### config.mk
export PLATFORM = sky130hd
export DESIGN_NAME = decimal_int_parser_saturating_flat
export DESIGN_NICKNAME = d
export VERILOG_FILES = /design/src/rtl/dip_pkg.sv /design/src/rtl/dip_in_if.sv /design/src/rtl/dip_out_if.sv /design/src/rtl/decimal_int_parser_saturating.sv /design/src/rtl/dip_step.sv /design/src/flat_wrapper.sv
export VERILOG_INCLUDE_DIRS = /design/src /design/src/rtl
export SDC_FILE = /design/constraint.sdc
export NUM_CORES = 1
export LEC_CHECK = 0
export ABC_CLOCK_PERIOD_IN_PS = 6800
export BUFFER_PORTS_ARGS = -buffer_cell sky130_fd_sc_hd__buf_2
export CORE_MARGIN = 1.5
export CORE_UTILIZATION = 62
export DETAILED_ROUTE_END_ITERATION = 8
export GPL_TIMING_DRIVEN = 1
export PLACE_DENSITY = 0.82
export RECOVER_POWER = 100
export REMOVE_ABC_BUFFERS = 1
export SYNTH_ARGS = -nofsm -noshare
export SYNTH_HDL_FRONTEND = slang
export SYNTH_SLANG_ARGS = --single-unit
### constraint.sdc
create_clock -name clk -period 6.8 [get_ports clk]
set_clock_uncertainty 0.2 [all_clocks]
set_input_delay 0.34 -clock clk [delete_from_list [all_inputs] [get_ports clk]]
set_output_delay 0.34 -clock clk [all_outputs]
set_load 0.02 [all_outputs]
### src/rtl/assert_macros.svh
// ----------------------------------------------------------------------------
// assert_macros.svh
// Assertion shorthands shared by the RTL. Define ASSERT_OFF to drop them.
// ----------------------------------------------------------------------------
`ifndef ASSERT_MACROS_SVH
`define ASSERT_MACROS_SVH

`ifndef ASSERT_OFF
// Concurrent check clocked on the rising edge, quiet while reset is low.
`define ASSERT_CLK(lbl, clk, rst_n, prop, msg) \
    lbl: assert property (@(posedge clk) disable iff (!rst_n) prop) else $error(msg);
// Condition that must never hold at a clock edge.
`define ASSERT_NEVER(lbl, clk, rst_n, cond, msg) \
    lbl: assert property (@(posedge clk) disable iff (!rst_n) !(cond)) else $error(msg);
`else
`define ASSERT_CLK(lbl, clk, rst_n, prop, msg)
`define ASSERT_NEVER(lbl, clk, rst_n, cond, msg)
`endif

`endif

### src/rtl/dip_pkg.sv
// ----------------------------------------------------------------------------
// dip_pkg
// Types and constants of the streaming decimal-to-int32 parser.
// ----------------------------------------------------------------------------
package dip_pkg;

    localparam logic [7:0]  CHAR_ZERO  = 8'h30;
    localparam logic [7:0]  CHAR_NINE  = 8'h39;
    localparam logic [7:0]  CHAR_PLUS  = 8'h2B;
    localparam logic [7:0]  CHAR_MINUS = 8'h2D;

    // Largest magnitude that still takes a further digit, up to LAST_DIGIT_MAX
    localparam logic [30:0] MAG_GUARD      = 31'd214748364;
    localparam logic [3:0]  LAST_DIGIT_MAX = 4'd7;

    // Saturated results for positive and negative overflow
    localparam logic [31:0] SAT_POS_VALUE = 32'h7FFF_FFFF;
    localparam logic [31:0] SAT_NEG_VALUE = 32'h8000_0000;

    localparam int OUT_COUNT_BITS = 16;

    typedef struct packed {
        logic        active;
        logic        negative;
        logic [30:0] magnitude;
        logic        overflow;
        logic        digit_seen;
    } parse_state_t;

    typedef struct packed {
        logic [31:0]               value;
        logic [OUT_COUNT_BITS-1:0] count;
        logic                      digits;
        logic                      saturated;
    } parse_result_t;

endpackage

### src/rtl/dip_in_if.sv
// ----------------------------------------------------------------------------
// dip_in_if
// Character channel: one ASCII byte and a start-of-number flag per transfer.
// ----------------------------------------------------------------------------
interface dip_in_if;
    logic       valid;
    logic       ready;
    logic [7:0] character;
    logic       start_flag;

    modport source (output valid, output character, output start_flag, input ready);
    modport sink   (input valid, input character, input start_flag, output ready);
endinterface

### src/rtl/dip_out_if.sv
// ----------------------------------------------------------------------------
// dip_out_if
// Result channel: one parsed integer with count and status per transfer.
// ----------------------------------------------------------------------------
interface dip_out_if;
    logic               valid;
    logic               ready;
    logic signed [31:0] parsed_value;
    logic [15:0]        consumed_count;
    logic               digits_found;
    logic               was_saturated;

    modport source (output valid, output parsed_value, output consumed_count,
                    output digits_found, output was_saturated, input ready);
    modport sink   (input valid, input parsed_value, input consumed_count,
                    input digits_found, input was_saturated, output ready);
endinterface

### src/rtl/decimal_int_parser_saturating.sv
// ----------------------------------------------------------------------------
// decimal_int_parser_saturating
// Streaming ASCII decimal to saturating int32 parser.
// ----------------------------------------------------------------------------
//  channel | dir | payload                                         | handshake
//  --------+-----+-------------------------------------------------+----------
//  din     | in  | character[8], start_flag[1]                     | valid/ready
//  dout    | out | parsed_value[32], consumed_count[16],           | valid/ready
//          |     | digits_found[1], was_saturated[1]               |
//
//  One character per cycle. A character is registered on transfer, then
//  stepped through the parse state once the result slot is free or being
//  drained, and a finished number lands in the result register at that edge.
//  The parse-state loop is one step wide, so a new character may follow
//  every cycle. rst_n clears the parse state and both valid flags at once.
//  The input stage stalls only while a result is held and dout.ready is low.
// ----------------------------------------------------------------------------
`include "assert_macros.svh"

module decimal_int_parser_saturating #(
    parameter int COUNT_BITS = 16
) (
    input logic        clk,
    input logic        rst_n,
    dip_in_if.sink     din,
    dip_out_if.source  dout
);
    import dip_pkg::*;

    logic                  in_valid_reg;
    logic [7:0]            in_char_reg;
    logic                  in_start_reg;

    parse_state_t          state_reg;
    parse_state_t          state_next;
    logic [COUNT_BITS-1:0] count_reg;
    logic [COUNT_BITS-1:0] count_next;

    logic                  out_valid_reg;
    parse_result_t         out_res_reg;

    logic                  emit;
    parse_result_t         result;
    logic                  advance;
    logic                  step;

    // the step stage moves whenever the result slot is free or being drained
    assign advance  = !out_valid_reg || dout.ready;
    assign step     = in_valid_reg && advance;
    assign din.ready = !in_valid_reg || advance;

    dip_step #(
        .COUNT_BITS (COUNT_BITS)
    ) u_step (
        .cur_state  (state_reg),
        .cur_count  (count_reg),
        .character  (in_char_reg),
        .start_flag (in_start_reg),
        .next_state (state_next),
        .next_count (count_next),
        .emit       (emit),
        .result     (result)
    );

    always_ff @(posedge clk or negedge rst_n)
    begin
        if (!rst_n)
        begin
            in_valid_reg  <= 1'b0;
            state_reg     <= '0;
            count_reg     <= '0;
            out_valid_reg <= 1'b0;
        end
        else
        begin
            if (din.ready)
                in_valid_reg <= din.valid;
            if (step)
            begin
                state_reg <= state_next;
                count_reg <= count_next;
            end
            if (advance)
                out_valid_reg <= step && emit;
        end
    end

    // payload registers: no reset
    always_ff @(posedge clk)
    begin
        if (din.valid && din.ready)
        begin
            in_char_reg  <= din.character;
            in_start_reg <= din.start_flag;
        end
        if (step && emit)
            out_res_reg <= result;
    end

    assign dout.valid          = out_valid_reg;
    assign dout.parsed_value   = out_res_reg.value;
    assign dout.consumed_count = out_res_reg.count;
    assign dout.digits_found   = out_res_reg.digits;
    assign dout.was_saturated  = out_res_reg.saturated;

    `ASSERT_CLK(a_empty_result_zero, clk, rst_n,
        (out_valid_reg && !out_res_reg.digits) |->
            (out_res_reg.value == 32'd0 && out_res_reg.count == '0 && !out_res_reg.saturated),
        "result without digits is not all zero")
    `ASSERT_CLK(a_sat_value_limit, clk, rst_n,
        (out_valid_reg && out_res_reg.saturated) |->
            (out_res_reg.value == SAT_POS_VALUE || out_res_reg.value == SAT_NEG_VALUE),
        "saturated result is not an int32 limit")
    `ASSERT_NEVER(a_sat_without_digit, clk, rst_n,
        out_valid_reg && out_res_reg.saturated && !out_res_reg.digits,
        "saturation flagged with no digit seen")
    `ASSERT_NEVER(a_digit_zero_count, clk, rst_n,
        out_valid_reg && out_res_reg.digits && out_res_reg.count == '0,
        "digits found but consumed count is zero")
    `ASSERT_CLK(a_idle_state_clear, clk, rst_n,
        !state_reg.active |->
            (state_reg.magnitude == '0 && !state_reg.digit_seen && !state_reg.overflow
             && count_reg == '0),
        "idle parser holds leftover state")

endmodule

### src/rtl/dip_step.sv
// ----------------------------------------------------------------------------
// dip_step
// One character step: next parse state, next count and the finished result.
// ----------------------------------------------------------------------------
module dip_step #(
    parameter int COUNT_BITS = 16
) (
    input  dip_pkg::parse_state_t  cur_state,
    input  logic [COUNT_BITS-1:0]  cur_count,
    input  logic [7:0]             character,
    input  logic                   start_flag,
    output dip_pkg::parse_state_t  next_state,
    output logic [COUNT_BITS-1:0]  next_count,
    output logic                   emit,
    output dip_pkg::parse_result_t result
);
    import dip_pkg::*;

    localparam longint unsigned CountLimit = (64'd1 << COUNT_BITS) - 64'd1;
    localparam longint unsigned CountCap   = (CountLimit > 64'd65535) ? 64'd65535 : CountLimit;
    localparam logic [COUNT_BITS-1:0] COUNT_MAX = COUNT_BITS'(CountCap);

    logic        is_digit;
    logic        is_sign;
    logic [3:0]  digit;
    logic        guard_trip;
    logic [30:0] mag_times_ten;

    assign is_digit = (character >= CHAR_ZERO) && (character <= CHAR_NINE);
    assign is_sign  = (character == CHAR_PLUS) || (character == CHAR_MINUS);
    assign digit    = character[3:0];

    // x*10 = x*8 + x*2, kept to 31 bits
    assign mag_times_ten = {cur_state.magnitude[27:0], 3'b000}
                         + {cur_state.magnitude[29:0], 1'b0};

    always_comb
    begin
        parse_state_t st;
        logic [COUNT_BITS-1:0] cnt;
        logic go;

        st     = cur_state;
        cnt    = cur_count;
        go     = cur_state.active;
        emit   = 1'b0;
        result = '0;

        if (start_flag)
        begin
            // abandon whatever was in flight
            st        = '0;
            cnt       = '0;
            st.active = 1'b1;
            go        = 1'b1;
            if (is_sign)
            begin
                st.negative = (character == CHAR_MINUS);
                cnt         = (cnt != COUNT_MAX) ? cnt + 1'b1 : cnt;
                go          = 1'b0;
            end
        end

        guard_trip = (st.magnitude > MAG_GUARD)
                   || ((st.magnitude == MAG_GUARD) && (digit > LAST_DIGIT_MAX));

        if (go)
        begin
            if (is_digit)
            begin
                if (!st.overflow)
                begin
                    if (guard_trip)
                        st.overflow = 1'b1;
                    else
                        st.magnitude = (start_flag ? 31'd0 : mag_times_ten) + 31'(digit);
                end
                st.digit_seen = 1'b1;
                cnt = (cnt != COUNT_MAX) ? cnt + 1'b1 : cnt;
            end
            else
            begin
                emit = 1'b1;
                if (st.digit_seen)
                begin
                    if (st.overflow)
                        result.value = st.negative ? SAT_NEG_VALUE : SAT_POS_VALUE;
                    else
                        result.value = st.negative ? 32'd0 - {1'b0, st.magnitude}
                                                   : {1'b0, st.magnitude};
                    result.count     = OUT_COUNT_BITS'(cnt);
                    result.digits    = 1'b1;
                    result.saturated = st.overflow;
                end
                st  = '0;
                cnt = '0;
            end
        end

        next_state = st;
        next_count = cnt;
    end

endmodule

### src/flat_wrapper.sv
// flat-port wrapper written by rule: the top's interface ports become plain ports
module decimal_int_parser_saturating_flat import dip_pkg::*;
#(
    parameter int COUNT_BITS = 16
)
  (clk, rst_n, din_valid, din_character, din_start_flag, din_ready, dout_valid, dout_parsed_value, dout_consumed_count, dout_digits_found, dout_was_saturated, dout_ready);
  dip_in_if din_i ();
  dip_out_if dout_i ();
  input logic clk;
  input logic rst_n;
  input wire logic [$bits(din_i.valid)-1:0] din_valid;
  input wire logic [$bits(din_i.character)-1:0] din_character;
  input wire logic [$bits(din_i.start_flag)-1:0] din_start_flag;
  output wire logic [$bits(din_i.ready)-1:0] din_ready;
  output wire logic [$bits(dout_i.valid)-1:0] dout_valid;
  output wire logic [$bits(dout_i.parsed_value)-1:0] dout_parsed_value;
  output wire logic [$bits(dout_i.consumed_count)-1:0] dout_consumed_count;
  output wire logic [$bits(dout_i.digits_found)-1:0] dout_digits_found;
  output wire logic [$bits(dout_i.was_saturated)-1:0] dout_was_saturated;
  input wire logic [$bits(dout_i.ready)-1:0] dout_ready;
  assign din_i.valid = din_valid;
  assign din_i.character = din_character;
  assign din_i.start_flag = din_start_flag;
  assign din_ready = din_i.ready;
  assign dout_valid = dout_i.valid;
  assign dout_parsed_value = dout_i.parsed_value;
  assign dout_consumed_count = dout_i.consumed_count;
  assign dout_digits_found = dout_i.digits_found;
  assign dout_was_saturated = dout_i.was_saturated;
  assign dout_i.ready = dout_ready;
  decimal_int_parser_saturating #(.COUNT_BITS(COUNT_BITS)) u_core (.clk(clk), .rst_n(rst_n), .din(din_i), .dout(dout_i));
endmodule
==> impl_results.md, run 1 <==
* Outcome: finished with violations
* Failing checks: max-capacitance violations, max-slew violations
* Top-area cell type share of the netlist area at 20.7%
* DR vias/cell at 6.56
* Worst path slowest cell: clkbuf_1
* Vias in the first global route at 7,359
* DR iter-0 viols at 1,049
* Gr ovfl total at 0
* Total chip power at 1.45 mW
* Largest stage delay on the critical path at 1.80 ns
* GP Congestion at 0.959
* Clock buffer depth at 2
* Row cnt at 42
* Maximum operating frequency at 0.193 GHz
* Largest register FFs at 35
* Final Setup Violations at 0
* Synth area leaders: edfxtp_1 (21%), dfrtp_1 (16%), o21ai_0 (6.4%), nor2_1 (5.7%), nand2_1 (5.0%)
* WS Path Type: reg2reg
* Max Fanout on Critical Path at 73
* Clock transition at path regs at 0.08 ns
* Top-count cell post-synth: nor2_1
* Hold Crit Class: in2reg
* Top_reg_cell synth: edfxtp_1
* Yosys top cell by area: edfxtp_1
* Port bufs at 64
* Area of placed instances at 8890 µm²
* # IOs at 65
* Crit end category: flip-flop
* Final Non-Filler Cells at 1,241
* Final WL at 22.8 mm
* Post-synthesis async set-or-reset flop share at 47.3%
* DIE AREA at 14,500 µm²
* Worst path top cell family by delay: buffers and inverters
* Final TNS setup at 0 ns
* Core Region at 13,300 µm²
* Worst Path Required at 6.52 ns
* Power Density at 157 nW/µm²
* Htree depth at 3
* Worst Max-Slew Pin Slew at 2.91 ns
* Die Span Y at 120 µm
* Seq/Total Area, Yosys at 36.2%
* Fraction of layout cells with a size suffix above 1 at 5.63%
* Fillers at 1,085
* Antenna cells at 0
* Maxcap violations at 2
* Critical Path AT at 4.91 ns
* Fin crit period at 5.19 ns
* Syn. warnings at 0
* CTS tree: done
* Most frequent cells after synthesis: nor2_1 (131), nand2_1 (115), o21ai_0 (110)
* Final Cycle Share at 76.3%
* Final Max Tran Viols at 105
* Dpl hpwl at 16.2 mm
* Initial Utilization at 64.1%
* Placed Cells at 1,214
* VDD IR-drop max at 115 µV
* Num CTS Buffers at 9
* DRC Markers at 0
* DRT Pass-1 Iters at 6
* Wire per inst at 18.4 µm
* Via count at 8,144
* Clock root cell: clkbuf_16
* Syn Area/Cell at 8.30 µm²
* Clock latency on the worst-skew pair at 0.36 ns
* Nets@finish at 1,107
* Largest net degree at the start of global routing at 74
* Gr usage total at 31.2%
* First-pass GRT wire length at 36.3 mm
* Number of synthesized flops with an enable pin at 59
* Register bit count reported by yosys at 112
* Post-Synthesis Cells at 1,031
* Antenna-violating nets left at 0
* Cell area after synthesis at 8550 µm²
* Synth-to-Final Area Change at 7.81%
* Static Leak at 3.39 nW
* Initial antenna violation count at 0
* Die width at 120 µm
* Worst slew margin at -93.8%
* Unrepaired setup endpoints after global routing: false
* Cells along the critical path: clkbuf_1, buf_4, nor2_1, nor2_1, nand2_1, nor2_4, clkbuf_1
* Worst setup SP type: flip-flop
* Final hold vios at 0
* Num Clock Sinks at 112
* Netlist cell types at 88
* Final Cell Area at 9220 µm²
* Buf+Inv Stages, Crit Path at 3
[metal layers]
layer  global-route usage (%)  part of all wire [%]
met1                     44.0                    43
met2                     48.9                    46
met3                     4.20                   9.1
met4                     12.7                   2.5
met5                        0                     0
[final cells by class]
| type | instances | area (µm²) | area share, % |
|---|---|---|---|
| sequential | 112 | 3100 | 33.6 |
| tap | 176 | 220 | 2.39 |
| clock inverter | 6 | 78.8 | 0.855 |
| timing repair buffer | 82 | 402 | 4.36 |
| multi-input combinational | 843 | 5140 | 55.7 |
| clock buffer | 10 | 239 | 2.59 |
| inverter | 12 | 45.0 | 0.488 |
[power breakdown]
part / total (mW) / switching [mW] / internal [mW]
clock: 0.561 / 0.255 / 0.305
combinational: 0.134 / 0.101 / 0.0331
sequential: 0.752 / 0.0106 / 0.741
[worst reg2reg max path: cells and delay by family (launching register included)]
family,cells,cell delay (ns)
buffers and inverters,3,3.40
flip-flops,1,0.32
AND/OR/NAND/NOR,4,0.79
[through the flow]
step / utilization [%] / hold slack [ns] / setup slack, ns
5_1_grt: 69.1 / 0.137 / 1.17
6_report: 69.1 / 0.126 / 1.61
3_5_place_dp: 66.6 / 0.269 / 2.60
4_1_cts: 69.8 / 0.109 / 2.45
3_3_place_gp: 66.6 / 0.261 / 2.81
2_1_floorplan: - / -0.156 / 1.27
[layout by cell type (no fill, tap or decap), types with 6 or more instances in the layout]
cell / synthesis / layout
a31oi_1: 14 / 14
xor2_1: 19 / 19
nor3_1: 29 / 30
o21a_1: 8 / 8
clkbuf_16: 0 / 9
nand3_1: 26 / 26
dlygate4sd3_1: 0 / 11
dfrtp_1: 53 / 53
ha_1: 32 / 32
a211oi_1: 12 / 12
and4_1: 8 / 8
and2_0: 0 / 12
nor2b_1: 13 / 13
a21oi_1: 75 / 75
nor4_1: 13 / 13
o211ai_1: 13 / 13
inv_1: 11 / 11
edfxtp_1: 59 / 59
buf_2: 12 / 11
or3_1: 6 / 6
xnor2_1: 28 / 28
and2_1: 27 / 15
nand2_1: 115 / 115
o21ai_0: 110 / 111
nand4_1: 18 / 18
clkbuf_1: 46 / 57
a21o_1: 16 / 16
nor2_1: 131 / 130
or2_2: 7 / 7
and3_1: 9 / 9
[final timing paths]
kind,cells past startpoint,from,slack (ns),to
max in group asynchronous,3,rst_n,3.40,u_core.count_reg[1]$_DFFE_PN0P_
max,7,u_core.in_start_reg$_DFFE_PP_,1.61,u_core.dout.parsed_value[22]$_SDFFCE_PP0P_
min,3,dout_ready,0.13,u_core.in_valid_reg$_DFFE_PN0N_
min in group asynchronous,3,rst_n,1.34,u_core.state_reg[24]$_DFFE_PN0P_
max reg2reg,7,u_core.in_start_reg$_DFFE_PP_,1.61,u_core.dout.parsed_value[22]$_SDFFCE_PP0P_
min reg2reg,1,u_core.state_reg[0]$_DFFE_PN0P_,0.29,u_core.state_reg[0]$_DFFE_PN0P_
[kinds of logic after synthesis]
kind of cell	after synthesis	synth area share [%]
flip-flops	112	36.2
buffers and inverters	76	3.66
AO/OA/AOI/OAI	319	24.2
AND/OR/NAND/NOR	434	24.9
adder cells (fa/ha/maj)	34	5.15
XOR/XNOR	47	4.81
multiplexers	9	1.13
[repair_timing]
action                    in CTS  in global routing
hold endpoints to repair      63                  0
hold buffers                  11                  0
gates resized for setup        0                  0
buffers inserted               0                  0
(Power assumes the default switching activity.)
==> run 2, diff against run 1 <==
- ABC_AREA: unset -> 1
- ABC_CLOCK_PERIOD_IN_PS: 6800 -> 4520
- CORE_UTILIZATION: 62 -> 57
- PLACE_DENSITY: 0.82 -> 0.79
- clock period: 6.8 -> 4.52 ns (I/O delays scaled with it)
==> impl_results.md, run 2 <==
* Outcome: finished with violations
* Failing checks: max-capacitance violations, max-slew violations
* Final TNS setup at 0 ns
* Synth-to-Final Area Change at 8.42%
* Maximum operating frequency at 0.244 GHz
* Met1 usage at 47.0%
* DRT Pass-1 Iters at 8
* Fillers at 1,546
* Initial antenna violation count at 0
* Max Fanout on Critical Path at 27
* CTS tree: done
* Clock transition at path regs at 0.08 ns
* Post-synthesis async set-or-reset flop share at 47.3%
* Wire per inst at 16.1 µm
* Maxcap violations at 1
* Final WL at 28.7 mm
* Nets@finish at 1,601
* Syn Area/Cell at 6.56 µm²
* Fin crit period at 4.10 ns
* Worst Max-Slew Pin Slew at 2.88 ns
* Row cnt at 47
* Vias in the first global route at 9,216
* Seq/Total Area, Yosys at 31.6%
* Power Density at 577 nW/µm²
* Hold buffer count at cts at 13
* DIE AREA at 18,000 µm²
* Top_reg_cell synth: edfxtp_1
* Crit end category: flip-flop
* DR vias/cell at 5.75
* Most frequent cells after synthesis: nand2_1 (369), inv_1 (218), nor2_1 (197)
* VDD IR-drop max at 341 µV
* Commonest non-fill, non-tap cell in the layout: nand2_1
* Worst setup SP type: flip-flop
* Clock root cell: clkbuf_16
* WS Path Type: reg2reg
* Final Setup Violations at 0
* Clock latency on the worst-skew pair at 0.35 ns
* Post-CTS Resized at 0
* Post-Synthesis Cells at 1,493
* Final Non-Filler Cells at 1,779
* Die Span Y at 134 µm
* First-pass GRT wire length at 46.5 mm
* Die width at 134 µm
* Number of synthesized flops with an enable pin at 59
* Unrepaired setup endpoints after global routing: false
* Final hold vios at 0
* Yosys top cell by area: edfxtp_1
* Final Cycle Share at 90.7%
* Cells along the critical path: buf_4, nand2_1, o41ai_1, nor2_1, inv_2, nor2_1, nor2_1, inv_1, o32ai_1
* DR iter-0 viols at 1,075
* Register bit count reported by yosys at 112
* Critical Path AT at 4.15 ns
* Antenna cells at 0
* Htree depth at 3
* Num Clock Sinks at 112
* Initial Utilization at 58.6%
* DRC Markers at 0
* Hold Crit Class: in2async
* Fraction of layout cells with a size suffix above 1 at 6.67%
* Hold Slack at 0.0633 ns
* Largest register FFs at 35
* Synth area leaders: edfxtp_1 (18%), nand2_1 (14%), dfrtp_1 (14%), inv_1 (8.4%), nor2_1 (7.6%)
* Via count at 10,235
* Largest stage delay on the critical path at 0.87 ns
* Port bufs at 64
* Gr usage total at 32.4%
* Placed Cells at 1,750
* Worst Path Required at 4.57 ns
* Commonest cells after routing, fill and taps aside: nand2_1 (370), inv_1 (219), nor2_1 (200)
* Final Max Tran Viols at 49
* # IOs at 65
* Syn. warnings at 0
* Worst path slowest cell: o41ai_1
* Top-count cell post-synth: nand2_1
* Num CTS Buffers at 9
* Top Usage Layer GRT: met2
* Cell area after synthesis at 9790 µm²
* Top-area cell type share of the netlist area at 18.1%
* Final Core Density at 63.6%
* CP most frequent cell: nor2_1
* Dpl hpwl at 21.3 mm
* Largest net degree at the start of global routing at 49
* Core Region at 16,700 µm²
* Antenna-violating nets left at 0
* GP Congestion at 0.987
* Gr ovfl total at 0
* Clock buffer depth at 2
* Static Leak at 5.02 nW
* Setup bufs post-CTS at 0
* Met3 Track Usage GR at 6.65%
* Netlist cell types at 56
* M2 GR Usage at 49.5%
* Worst slew margin at -92.2%
-- run 2: changes by cell type in the layout (fill, tap and decap cells not counted), sizes merged, moves of 10 or more --
cell and delta:
o21ai -35, and3 -10, a21o -14, nand2 +266
inv +224, and2 -26, nand4 +10, xnor2 -22
nor2b -13, a211oi -12, nor2 +77, a21oi +60
nand3 +75
-- run 2: path summary, 6_finish.rpt --
check,startpoint,to,slack [ns],cells past startpoint
max in group asynchronous,rst_n,u_core.state_reg[2]$_DFFE_PN0P_,1.05,3
min reg2reg,u_core.count_reg[13]$_DFFE_PN0P_,u_core.count_reg[13]$_DFFE_PN0P_,0.29,2
max reg2reg,u_core.in_start_reg$_DFFE_PP_,u_core.count_reg[14]$_DFFE_PN0P_,0.42,9
max,u_core.in_start_reg$_DFFE_PP_,u_core.count_reg[14]$_DFFE_PN0P_,0.42,9
min in group clk,u_core.count_reg[13]$_DFFE_PN0P_,u_core.count_reg[13]$_DFFE_PN0P_,0.29,2
min,rst_n,u_core.state_reg[26]$_DFFE_PN0P_,0.06,2
-- run 2: area by class of cell --
| cell class | instances | area [µm²] | area share [%] |
|---|---|---|---|
| well taps | 220 | 275 | 2.59 |
| clock buffers | 9 | 225 | 2.12 |
| clock inverters | 7 | 87.6 | 0.825 |
| flip-flops and latches | 112 | 3100 | 29.2 |
| inverters | 240 | 901 | 8.49 |
| repair buffers | 93 | 503 | 4.74 |
| multi-input cells | 1098 | 5530 | 52.1 |
-- run 2: where the power goes --
| part | total (mW) | internal, mW | leakage, nW | switching, mW |
|---|---|---|---|---|
| logic | 3.74 | 1.14 | 3.62 | 2.60 |
| clock network | 0.841 | 0.443 | 0.151 | 0.399 |
| registers | 1.54 | 1.31 | 1.25 | 0.231 |
| total | 6.12 | 2.89 | 5.02 | 3.23 |
-- run 2: per-layer routing --
layer | vias to the layer above | share of wire (%)
met3 | 67 | 9.8
met2 | 510 | 43
met1 | 4640 | 45
met5 | - | 0
li1 | 5018 | -
met4 | 0 | 2.4
-- run 2: worst max-delay path: cells and delay by family, from the launching register on --
kind,cells,cell delay (ns)
flip-flops,1,0.38
AND/OR/NAND/NOR,4,1.24
buffers and inverters,3,0.88
AO/OA/AOI/OAI,2,1.25
-- run 2: logic make-up (layout without fill, tap and decap cells) --
| group | count (synthesis) | count (layout) | synth area share, % |
|---|---|---|---|
| compound gates | 256 | 256 | 14.8 |
| simple gates | 782 | 782 | 35.3 |
| flops | 112 | 112 | 31.6 |
| xor+xnor | 26 | 26 | 2.33 |
| fa+ha+maj | 34 | 34 | 4.50 |
| buf+inv | 283 | 349 | 11.4 |
-- run 2: metrics by stage --
stage	setup WS, ns	total power [mW]	area (µm²)
2_1_floorplan	-0.636	4.30	9580
3_3_place_gp	1.01	5.19	10300
3_5_place_dp	0.940	5.24	10300
4_1_cts	0.902	6.10	10800
5_1_grt	0.227	6.65	10600
6_report	0.418	6.12	10600
